## src/hw/rtl/pwmf_pkg.sv

```systemverilog
// ----------------------------------------------------------------------------
// pwmf_pkg
// Shared types and constants of the pulse width median filter.
// ----------------------------------------------------------------------------
package pwmf_pkg;

   localparam int TIME_W  = 32;
   localparam int WIDTH_W = 16;
   localparam int TICKS_W = 8;

   localparam int CSR_ADDR_W = 1;
   localparam int CSR_DATA_W = 16;

   localparam logic [CSR_ADDR_W-1:0] CSR_TICKS_PER_US = 1'd0;
   localparam logic [CSR_ADDR_W-1:0] CSR_WIDTH_LIMIT  = 1'd1;

   localparam logic [TICKS_W-1:0] TICKS_RESET = 8'd80;
   localparam logic [WIDTH_W-1:0] LIMIT_RESET = 16'd4166;
   localparam logic [WIDTH_W-1:0] WIDTH_MAX   = '1;

   localparam logic EDGE_RISE = 1'b0;
   localparam logic EDGE_FALL = 1'b1;

   // divider retires two quotient bits per cycle
   localparam int DIV_STEPS = TIME_W / 2;
   localparam int DIV_CNT_W = $clog2(DIV_STEPS);

   typedef enum logic [2:0] {
      ST_IDLE,
      ST_DIVIDE,
      ST_LOAD,
      ST_RANK,
      ST_SELECT
   } pwmf_state_type;

   typedef struct packed {
      logic shift;
      logic load;
      logic step;
   } pwmf_cell_ctl_type;

endpackage

```

## src/hw/rtl/pwmf_channels.sv

```systemverilog
// ----------------------------------------------------------------------------
// pwmf_channels
// Valid/ready channel interfaces for capture events and filtered results.
// ----------------------------------------------------------------------------
interface pwmf_req_if;
   import pwmf_pkg::*;

   logic              valid;
   logic              ready;
   logic              req_type;
   logic [TIME_W-1:0] capture_time;

   modport source (output valid, output req_type, output capture_time, input ready);
   modport sink   (input valid, input req_type, input capture_time, output ready);
endinterface

interface pwmf_rsp_if;
   import pwmf_pkg::*;

   logic               valid;
   logic               ready;
   logic [WIDTH_W-1:0] filtered_width;
   logic               median_accepted;

   modport source (output valid, output filtered_width, output median_accepted,
                   input ready);
   modport sink   (input valid, input filtered_width, input median_accepted,
                   output ready);
endinterface

```

## src/hw/rtl/pwmf_divider.sv

```systemverilog
// ----------------------------------------------------------------------------
// pwmf_divider
// Iterative restoring divider, 32-bit dividend by 8-bit divisor, two
// quotient bits per cycle. A zero divisor gives an all-ones quotient.
// ----------------------------------------------------------------------------
module pwmf_divider (
   input  logic                          clock,
   input  logic                          reset,
   input  logic                          start,
   input  logic [pwmf_pkg::TIME_W-1:0]   dividend,
   input  logic [pwmf_pkg::TICKS_W-1:0]  divisor,
   output logic                          done,
   output logic [pwmf_pkg::TIME_W-1:0]   quotient
);
   import pwmf_pkg::*;

   localparam logic [DIV_CNT_W-1:0] CNT_LAST = DIV_CNT_W'(DIV_STEPS - 1);

   logic [TIME_W-1:0]    quo_ff, quo_in;
   logic [TICKS_W-1:0]   rem_ff, rem_in;
   logic [TICKS_W-1:0]   div_ff;
   logic [DIV_CNT_W-1:0] cnt_ff, cnt_in;
   logic                 run_ff, run_in;
   logic                 done_ff, done_in;

   logic [TICKS_W:0] r1, r1s, r2, r2s;
   logic             ge1, ge2;

   always_comb begin
      r1  = {rem_ff, quo_ff[TIME_W-1]};
      ge1 = r1 >= {1'b0, div_ff};
      r1s = ge1 ? r1 - {1'b0, div_ff} : r1;
      r2  = {r1s[TICKS_W-1:0], quo_ff[TIME_W-2]};
      ge2 = r2 >= {1'b0, div_ff};
      r2s = ge2 ? r2 - {1'b0, div_ff} : r2;

      quo_in  = quo_ff;
      rem_in  = rem_ff;
      cnt_in  = cnt_ff;
      run_in  = run_ff;
      done_in = 1'b0;
      if (start) begin
         quo_in = dividend;
         rem_in = '0;
         cnt_in = '0;
         run_in = 1'b1;
      end else if (run_ff) begin
         quo_in = {quo_ff[TIME_W-3:0], ge1, ge2};
         rem_in = r2s[TICKS_W-1:0];
         cnt_in = cnt_ff + 1'b1;
         if (cnt_ff == CNT_LAST) begin
            run_in  = 1'b0;
            done_in = 1'b1;
         end
      end
   end

   always_ff @(posedge clock) begin
      if (reset) begin
         run_ff  <= 1'b0;
         done_ff <= 1'b0;
      end else begin
         run_ff  <= run_in;
         done_ff <= done_in;
      end
      quo_ff <= quo_in;
      rem_ff <= rem_in;
      cnt_ff <= cnt_in;
      if (start) begin
         div_ff <= divisor;
      end
   end

   assign done     = done_ff;
   assign quotient = quo_ff;

endmodule

```

## src/hw/rtl/pwmf_cell.sv

```systemverilog
// ----------------------------------------------------------------------------
// pwmf_cell
// One window entry. Shifts entries along the chain on a new width and
// counts its rank while the other entries circulate past it.
// ----------------------------------------------------------------------------
module pwmf_cell #(
   parameter int INDEX = 0,
   parameter int IDX_W = 4
) (
   input  logic                           clock,
   input  logic                           reset,
   input  pwmf_pkg::pwmf_cell_ctl_type    ctl,
   input  logic [pwmf_pkg::WIDTH_W-1:0]   shift_in,
   input  logic [pwmf_pkg::WIDTH_W-1:0]   circ_val_in,
   input  logic [IDX_W-1:0]               circ_tag_in,
   output logic [pwmf_pkg::WIDTH_W-1:0]   entry,
   output logic [pwmf_pkg::WIDTH_W-1:0]   circ_val,
   output logic [IDX_W-1:0]               circ_tag,
   output logic [IDX_W-1:0]               rank
);
   import pwmf_pkg::*;

   localparam logic [IDX_W-1:0] MY_TAG = IDX_W'(INDEX);

   logic [WIDTH_W-1:0] entry_ff;
   logic [WIDTH_W-1:0] circ_val_ff;
   logic [IDX_W-1:0]   circ_tag_ff;
   logic [IDX_W-1:0]   rank_ff;
   logic               below;

   // ties ordered by position so ranks form a permutation
   assign below = (circ_val_in < entry_ff) ||
                  ((circ_val_in == entry_ff) && (circ_tag_in < MY_TAG));

   always_ff @(posedge clock) begin
      if (reset) begin
         entry_ff <= '0;
      end else if (ctl.shift) begin
         entry_ff <= shift_in;
      end
      if (ctl.load) begin
         circ_val_ff <= entry_ff;
         circ_tag_ff <= MY_TAG;
         rank_ff     <= '0;
      end else if (ctl.step) begin
         circ_val_ff <= circ_val_in;
         circ_tag_ff <= circ_tag_in;
         rank_ff     <= rank_ff + IDX_W'(below);
      end
   end

   assign entry    = entry_ff;
   assign circ_val = circ_val_ff;
   assign circ_tag = circ_tag_ff;
   assign rank     = rank_ff;

endmodule

```

## src/hw/rtl/pulse_width_median_filter.sv

```systemverilog
// ----------------------------------------------------------------------------
// pulse_width_median_filter
// Pulse width capture with a median-of-window filter.
// ----------------------------------------------------------------------------
// Capture words enter on req_ch: req_type 0 (rising) stores capture_time,
// req_type 1 (falling) measures the pulse and yields one word on rsp_ch.
// A rising edge word is taken in the idle state and gives no result.
// A falling edge word: the width (time difference over ticks_per_microsecond,
// saturated to 16 bits) comes from an iterative divider, then shifts into
// a chain of WINDOW_SIZE cells (oldest drops out). The entries circulate
// around the chain while every cell counts its rank; the cell of middle
// rank supplies the median.
// The next word is taken in the same cycle the result appears; no word is
// taken while a falling edge word is being processed.
// The result sits in an output register; a stalled receiver holds it while
// the next word is processed, and a new result waits only if the previous
// one has not yet been taken.
// Reset (synchronous) clears the window, the stored rise time, the held
// width and the registers to 80 ticks/us and a 4166 us limit.
// csr_we writes register csr_addr: 0 ticks per microsecond, 1 width limit.
// ----------------------------------------------------------------------------
module pulse_width_median_filter #(
   parameter int WINDOW_SIZE = 11
) (
   input  logic                              clock,
   input  logic                              reset,
   pwmf_req_if.sink                          req_ch,
   pwmf_rsp_if.source                        rsp_ch,
   input  logic                              csr_we,
   input  logic [pwmf_pkg::CSR_ADDR_W-1:0]   csr_addr,
   input  logic [pwmf_pkg::CSR_DATA_W-1:0]   csr_wdata
);
   import pwmf_pkg::*;

   localparam int               IDX_W     = $clog2(WINDOW_SIZE);
   localparam logic [IDX_W-1:0] MID_RANK  = IDX_W'(WINDOW_SIZE / 2);
   localparam logic [IDX_W-1:0] RANK_LAST = IDX_W'(WINDOW_SIZE - 2);

   pwmf_state_type state_ff, state_in;

   logic [TICKS_W-1:0] ticks_ff;
   logic [WIDTH_W-1:0] limit_ff;
   logic [TIME_W-1:0]  rise_ff;
   logic [WIDTH_W-1:0] held_ff, held_in;
   logic               acc_ff, acc_in;
   logic               rsp_valid_ff, rsp_valid_in;
   logic [IDX_W-1:0]   step_ff, step_in;

   logic               accept;
   logic               div_start;
   logic               div_done;
   logic [TIME_W-1:0]  div_quo;
   logic [WIDTH_W-1:0] new_width;
   logic               out_load;

   pwmf_cell_ctl_type  cell_ctl;

   logic [WIDTH_W-1:0] entry    [WINDOW_SIZE];
   logic [WIDTH_W-1:0] circ_val [WINDOW_SIZE];
   logic [IDX_W-1:0]   circ_tag [WINDOW_SIZE];
   logic [IDX_W-1:0]   rank     [WINDOW_SIZE];
   logic [WINDOW_SIZE-1:0] mid_hit;
   logic [WIDTH_W-1:0] median;

   assign accept = req_ch.valid && req_ch.ready;

   pwmf_divider u_divider (
      .clock    (clock),
      .reset    (reset),
      .start    (div_start),
      .dividend (req_ch.capture_time - rise_ff),
      .divisor  (ticks_ff),
      .done     (div_done),
      .quotient (div_quo)
   );

   assign new_width = (div_quo[TIME_W-1:WIDTH_W] != '0) ? WIDTH_MAX
                                                        : div_quo[WIDTH_W-1:0];

   for (genvar i = 0; i < WINDOW_SIZE; i++) begin : g_cell
      logic [WIDTH_W-1:0] shift_src;
      if (i == 0) begin : g_head
         assign shift_src = new_width;
      end else begin : g_body
         assign shift_src = entry[i-1];
      end

      pwmf_cell #(
         .INDEX (i),
         .IDX_W (IDX_W)
      ) u_cell (
         .clock       (clock),
         .reset       (reset),
         .ctl         (cell_ctl),
         .shift_in    (shift_src),
         .circ_val_in (circ_val[(i + WINDOW_SIZE - 1) % WINDOW_SIZE]),
         .circ_tag_in (circ_tag[(i + WINDOW_SIZE - 1) % WINDOW_SIZE]),
         .entry       (entry[i]),
         .circ_val    (circ_val[i]),
         .circ_tag    (circ_tag[i]),
         .rank        (rank[i])
      );

      assign mid_hit[i] = rank[i] == MID_RANK;
   end

   always_comb begin
      median = '0;
      for (int k = 0; k < WINDOW_SIZE; k++) begin
         median = median | (mid_hit[k] ? entry[k] : '0);
      end
   end

   always_comb begin
      state_in       = state_ff;
      step_in        = step_ff;
      held_in        = held_ff;
      acc_in         = acc_ff;
      div_start      = 1'b0;
      out_load       = 1'b0;
      cell_ctl       = '0;
      req_ch.ready   = 1'b0;

      case (state_ff)
         ST_IDLE: begin
            req_ch.ready = 1'b1;
            if (accept && req_ch.req_type == EDGE_FALL) begin
               div_start = 1'b1;
               state_in  = ST_DIVIDE;
            end
         end
         ST_DIVIDE: begin
            if (div_done) begin
               cell_ctl.shift = 1'b1;
               state_in       = ST_LOAD;
            end
         end
         ST_LOAD: begin
            cell_ctl.load = 1'b1;
            step_in       = '0;
            state_in      = ST_RANK;
         end
         ST_RANK: begin
            cell_ctl.step = 1'b1;
            step_in       = step_ff + 1'b1;
            if (step_ff == RANK_LAST) begin
               state_in = ST_SELECT;
            end
         end
         ST_SELECT: begin
            if (!rsp_valid_ff || rsp_ch.ready) begin
               out_load = 1'b1;
               acc_in   = median < limit_ff;
               if (median < limit_ff) begin
                  held_in = median;
               end
               state_in = ST_IDLE;
            end
         end
         default: begin
            state_in = ST_IDLE;
         end
      endcase

      rsp_valid_in = (rsp_valid_ff && !rsp_ch.ready) || out_load;
   end

   always_ff @(posedge clock) begin
      if (reset) begin
         state_ff     <= ST_IDLE;
         rsp_valid_ff <= 1'b0;
         ticks_ff     <= TICKS_RESET;
         limit_ff     <= LIMIT_RESET;
         rise_ff      <= '0;
         held_ff      <= '0;
         acc_ff       <= 1'b0;
      end else begin
         state_ff     <= state_in;
         rsp_valid_ff <= rsp_valid_in;
         held_ff      <= held_in;
         acc_ff       <= acc_in;
         if (accept && req_ch.req_type == EDGE_RISE) begin
            rise_ff <= req_ch.capture_time;
         end
         if (csr_we) begin
            case (csr_addr)
               CSR_TICKS_PER_US: ticks_ff <= csr_wdata[TICKS_W-1:0];
               CSR_WIDTH_LIMIT:  limit_ff <= csr_wdata[WIDTH_W-1:0];
               default: ;
            endcase
         end
      end
      step_ff <= step_in;
   end

   assign rsp_ch.valid           = rsp_valid_ff;
   assign rsp_ch.filtered_width  = held_ff;
   assign rsp_ch.median_accepted = acc_ff;

   a_median_unique: assert property (@(posedge clock) disable iff (reset)
      state_ff == ST_SELECT |-> $onehot(mid_hit))
      else $error("median rank not unique");

   a_div_done_state: assert property (@(posedge clock) disable iff (reset)
      div_done |-> state_ff == ST_DIVIDE)
      else $error("divider finished outside divide phase");

   a_rank_length: assert property (@(posedge clock) disable iff (reset)
      state_ff == ST_RANK && step_ff == RANK_LAST |=> state_ff == ST_SELECT)
      else $error("rank phase did not end after a full rotation");

endmodule

```

## src/flat_wrapper.sv

```systemverilog
// flat-port wrapper written by rule: the top's interface ports become plain ports
module pulse_width_median_filter_flat import pwmf_pkg::*;
#(
   parameter int WINDOW_SIZE = 11
)
  (clock, reset, csr_we, csr_addr, csr_wdata, req_ch_valid, req_ch_req_type, req_ch_capture_time, req_ch_ready, rsp_ch_valid, rsp_ch_filtered_width, rsp_ch_median_accepted, rsp_ch_ready);
  pwmf_req_if req_ch_i ();
  pwmf_rsp_if rsp_ch_i ();
  input  logic clock;
  input  logic reset;
  input  logic csr_we;
  input  logic [pwmf_pkg::CSR_ADDR_W-1:0] csr_addr;
  input  logic [pwmf_pkg::CSR_DATA_W-1:0] csr_wdata;
  input wire logic [$bits(req_ch_i.valid)-1:0] req_ch_valid;
  input wire logic [$bits(req_ch_i.req_type)-1:0] req_ch_req_type;
  input wire logic [$bits(req_ch_i.capture_time)-1:0] req_ch_capture_time;
  output wire logic [$bits(req_ch_i.ready)-1:0] req_ch_ready;
  output wire logic [$bits(rsp_ch_i.valid)-1:0] rsp_ch_valid;
  output wire logic [$bits(rsp_ch_i.filtered_width)-1:0] rsp_ch_filtered_width;
  output wire logic [$bits(rsp_ch_i.median_accepted)-1:0] rsp_ch_median_accepted;
  input wire logic [$bits(rsp_ch_i.ready)-1:0] rsp_ch_ready;
  assign req_ch_i.valid = req_ch_valid;
  assign req_ch_i.req_type = req_ch_req_type;
  assign req_ch_i.capture_time = req_ch_capture_time;
  assign req_ch_ready = req_ch_i.ready;
  assign rsp_ch_valid = rsp_ch_i.valid;
  assign rsp_ch_filtered_width = rsp_ch_i.filtered_width;
  assign rsp_ch_median_accepted = rsp_ch_i.median_accepted;
  assign rsp_ch_i.ready = rsp_ch_ready;
  pulse_width_median_filter #(.WINDOW_SIZE(WINDOW_SIZE)) u_core (.clock(clock), .reset(reset), .req_ch(req_ch_i), .rsp_ch(rsp_ch_i), .csr_we(csr_we), .csr_addr(csr_addr), .csr_wdata(csr_wdata));
endmodule
```

## config.mk

```make
export PLATFORM = sky130hd
export DESIGN_NAME = pulse_width_median_filter_flat
export DESIGN_NICKNAME = d
export VERILOG_FILES = /design/src/hw/rtl/pwmf_pkg.sv /design/src/hw/rtl/pwmf_channels.sv /design/src/hw/rtl/pwmf_divider.sv /design/src/hw/rtl/pwmf_cell.sv /design/src/hw/rtl/pulse_width_median_filter.sv /design/src/flat_wrapper.sv
export SDC_FILE = /design/constraint.sdc
export NUM_CORES = 2
export LEC_CHECK = 0
export ABC_AREA = 1
export CAP_MARGIN = 0
export CORE_AREA = 4 4 239 241
export DETAILED_ROUTE_END_ITERATION = 16
export DIE_AREA = 0 0 243 245
export DONT_BUFFER_PORTS = 1
export HOLD_SLACK_MARGIN = 0.15
export PLACE_DENSITY = 0.73
export SYNTH_ARGS = -nofsm -noshare
export SYNTH_HDL_FRONTEND = slang
export SYNTH_SLANG_ARGS = --single-unit
```

## constraint.sdc

```tcl
create_clock -name clock -period 14 [get_ports clock]
set_input_delay 1.4 -clock clock [delete_from_list [all_inputs] [get_ports clock]]
set_output_delay 1.4 -clock clock [all_outputs]
set_load 0.005 [all_outputs]
```

==> impl_metrics.ini <==
[run_status]
status = finished clean

[yosys]
synth_edf_count = 220
synthTopCellsByCount = nand2_1 (553), o21ai_0 (524), inv_1 (415)
syn_avg_cell_area_sq_um = 8.331
ys.flop_type = dfxtp_1
async_reset_ff_share_pct = 0
seq_area_frac_synth_pct = 45.86
yosys_warnings = 0
syn_nets = 3909
synth_top_area_share_pct = 23.77
synth_seq_cells = 575
syn_area_sq_mm = 0.02990
netlist_top_cells_area = dfxtp_1 (24%), edfxtp_1 (22%), ha_1 (11%), o21ai_0 (8.8%), nand2_1 (6.9%)
synth_cell_types = 65
synth_top_cell_by_area = dfxtp_1
synth_cells = 3589
synth_most_common_cell = nand2_1

[clocking]
clkTransAtPathRegs_ns = 0.06
root_buffer = clkbuf_16
cts_max_path_buffers = 3
insertion_delay_ns = 0.65
cts_setup_buffers = 0
clock-sinks = 575
cts_made_buffers = 59
cts-hold-fix-buffers = 0
htree_levels = 2
cts_resized = 0
cts_tree = done

[sta]
relSlewSlack_pct = 13.61
tightest_slew_ns = 1.284
grt_setup_unrepaired = false
post-route-min-period_ns = 4.051
setup_tns_ns = 0
hold_violations = 0
period_share_pct = 28.94
setup_ws_ns = 9.949
finalSetupViolCount = 0
fmax_mhz = 246.8
drv_slew = 0
holdWs_ns = 0.4425
skew_ns = 0.03547

[min_path]
min_path_type = flop to flop

[layout]
fillers = 4879
area_growth_pct = 7.733
antennaDiodeCount = 0
drive_above_1_share_pct = 4.728
seqCellArea_sq_mm = 0.01371
final_core_util_pct = 58.70
fin_nets = 3822
multi_input_area_sq_mm = 0.01395
stdcell_area_sq_mm = 0.03221
instances_no_fill = 4257

[placement]
hpwl_microns = 52450
gp_congestion = 0.9169
dp_cells = 4145
place_ws_ns = 10.01
io_buffers = 0
placed_cell_area_sq_mm = 0.03026

[critical_path]
crit_path_end_kind = flop
startpoint_type = flop
path_max_fanout = 33
crit_arrival_ns = 4.59
critPathMaxStageDelay_ns = 0.91
crit_chain = nor2_1, nand2_1, clkinv_1, a221oi_1, nand4_1, nor2_1, inv_1, ha_1, a21oi_1, nor2_1, nor3_4, nand3_1, nand2_1, nor2_1
cp.required_ns = 14.54
crit_type = flop to flop
crit_top_cell = nor2_1
cp_slowest_cell = nor3_4

[route]
drt_iter0_drc = 1962
routedWlPerCell_microns = 17.42
drc = 0
vias = 23937
dr.pass1.iters = 6
wl_microns = 74150
viasPerCell = 5.623
ant_nets = 0

[floorplanning]
die_w_microns = 243
die-area_sq_mm = 0.05954
row_count = 86
die_h_microns = 245
io_pins = 74
initial_utilization_pct = 54.48
core_area_sq_mm = 0.05488

[power]
power_frac_seq_pct = 41.6
combinationalPowerShare_pct = 31.3
p_sw_mw = 2.110
peakVddDrop_uv = 146.5
p_leak_nw = 13.11
power.share.clock_pct = 27.1
power_density_mw_per_mm2 = 182.0
internal-power_mw = 3.752
power.total_mw = 5.862
p_sw_share_pct = 35.99

[global_routing]
overflow = 0
grt_max_degree = 213
grt_pass1_vias = 22459
grt_pass1_wl_microns = 118600
grt_use_total_pct = 24.42
antenna_found_initial = 1

[job]
drv_cap = 0
[area by class of cell]
class / instances / share of cell area, %
Clock buffer: 80 / 5.077
Timing Repair Buffer: 13 / 0.3418
Tap cell: 704 / 2.735
Multi-Input combinational cell: 2428 / 43.31
Clock inverter: 32 / 0.9983
Inverter: 425 / 4.968
Sequential cell: 575 / 42.57
[placed cells by master (no fill, tap or decap), types with 13 or more instances in the layout]
master | synthesis | layout
o21bai_1 | 15 | 15
nor4_1 | 17 | 17
o21a_1 | 13 | 13
xor2_1 | 15 | 15
a21oi_1 | 364 | 364
dfxtp_1 | 355 | 355
nand2_1 | 553 | 550
nor2_1 | 277 | 277
clkinv_2 | 0 | 13
clkbuf_16 | 0 | 59
inv_1 | 415 | 414
nor3_1 | 20 | 19
o21ai_0 | 524 | 524
nand3_1 | 122 | 120
clkbuf_1 | 131 | 13
ha_1 | 262 | 262
o22ai_1 | 40 | 40
nand4_1 | 35 | 35
edfxtp_1 | 220 | 220
a221oi_1 | 25 | 25
[power groups by stage]
stage                     combinational [mW]  sequential (mW)  clock [mW]
after floorplan                         1.39             2.45           0
after global placement                  1.78             2.46           0
after detailed placement                1.82             2.47           0
after CTS                               1.84             2.44        1.61
after global routing                    2.11             2.48        1.69
final                                   1.83             2.44        1.59
[layer usage]
layer	track usage, %	part of all wire [%]	up-vias
met3	4.107	5.9	124
met4	7.707	3.2	0
met1	32.68	44	10998
met2	40.77	47	645
li1	-	-	12170
met5	0	0	-
[path summary, 6_finish.rpt]
kind                            slack, ns  depth (start not counted)                                    startpoint                                            end
worst max-delay path                 9.95                         14  u_core.g_cell[7].u_cell.rank[1]$_SDFFE_PP0P_  u_core.rsp_ch.filtered_width[12]$_SDFFE_PP0P_
worst min-delay path                 0.44                          0               u_core.ticks_ff[3]$_SDFFE_PP0P_           u_core.u_divider.div_ff[3]$_DFFE_PP_
worst max register to register       9.95                         14  u_core.g_cell[7].u_cell.rank[1]$_SDFFE_PP0P_  u_core.rsp_ch.filtered_width[12]$_SDFFE_PP0P_
worst min register to register       0.44                          0               u_core.ticks_ff[3]$_SDFFE_PP0P_           u_core.u_divider.div_ff[3]$_DFFE_PP_
[logic make-up (layout without fill, tap and decap cells)]
family	Yosys count	in the layout	synth area share, %
flip-flops	575	575	45.86
buffers and inverters	586	550	7.612
AND/OR/NAND/NOR	1055	1055	14.77
adder cells (fa/ha/maj)	265	265	11.16
AO/OA/AOI/OAI	1083	1083	19.86
XOR/XNOR	25	25	0.7323
[worst max-delay path, delay by kind of cell (launching register included)]
kind | cells | cell delay (ns)
flip-flops | 1 | 0.38
AO/OA/AOI/OAI | 2 | 0.61
buffers and inverters | 2 | 0.46
AND/OR/NAND/NOR | 9 | 2.18
adder cells (fa/ha/maj) | 1 | 0.30
[registers in the layout, summed over array words and instances, names as in the netlist, 3 cells and up]
register                       count
u_core.step_ff                     4
u_core.g_cell.u_cell.entry       176
u_core.ticks_ff                    8
u_core.rise_ff                    32
u_core.limit_ff                   16
u_core.state_ff                    3
u_core.u_divider.div_ff            8
u_core.g_cell.u_cell.circ_val    176
u_core.u_divider.quotient         32
u_core.g_cell.u_cell.rank         44
u_core.rsp_ch.filtered_width      16
u_core.u_divider.rem_ff            8
u_core.u_divider.cnt_ff            4
u_core.g_cell.u_cell.circ_tag     44
No activity file was read; power rests on OpenSTA's default activity.
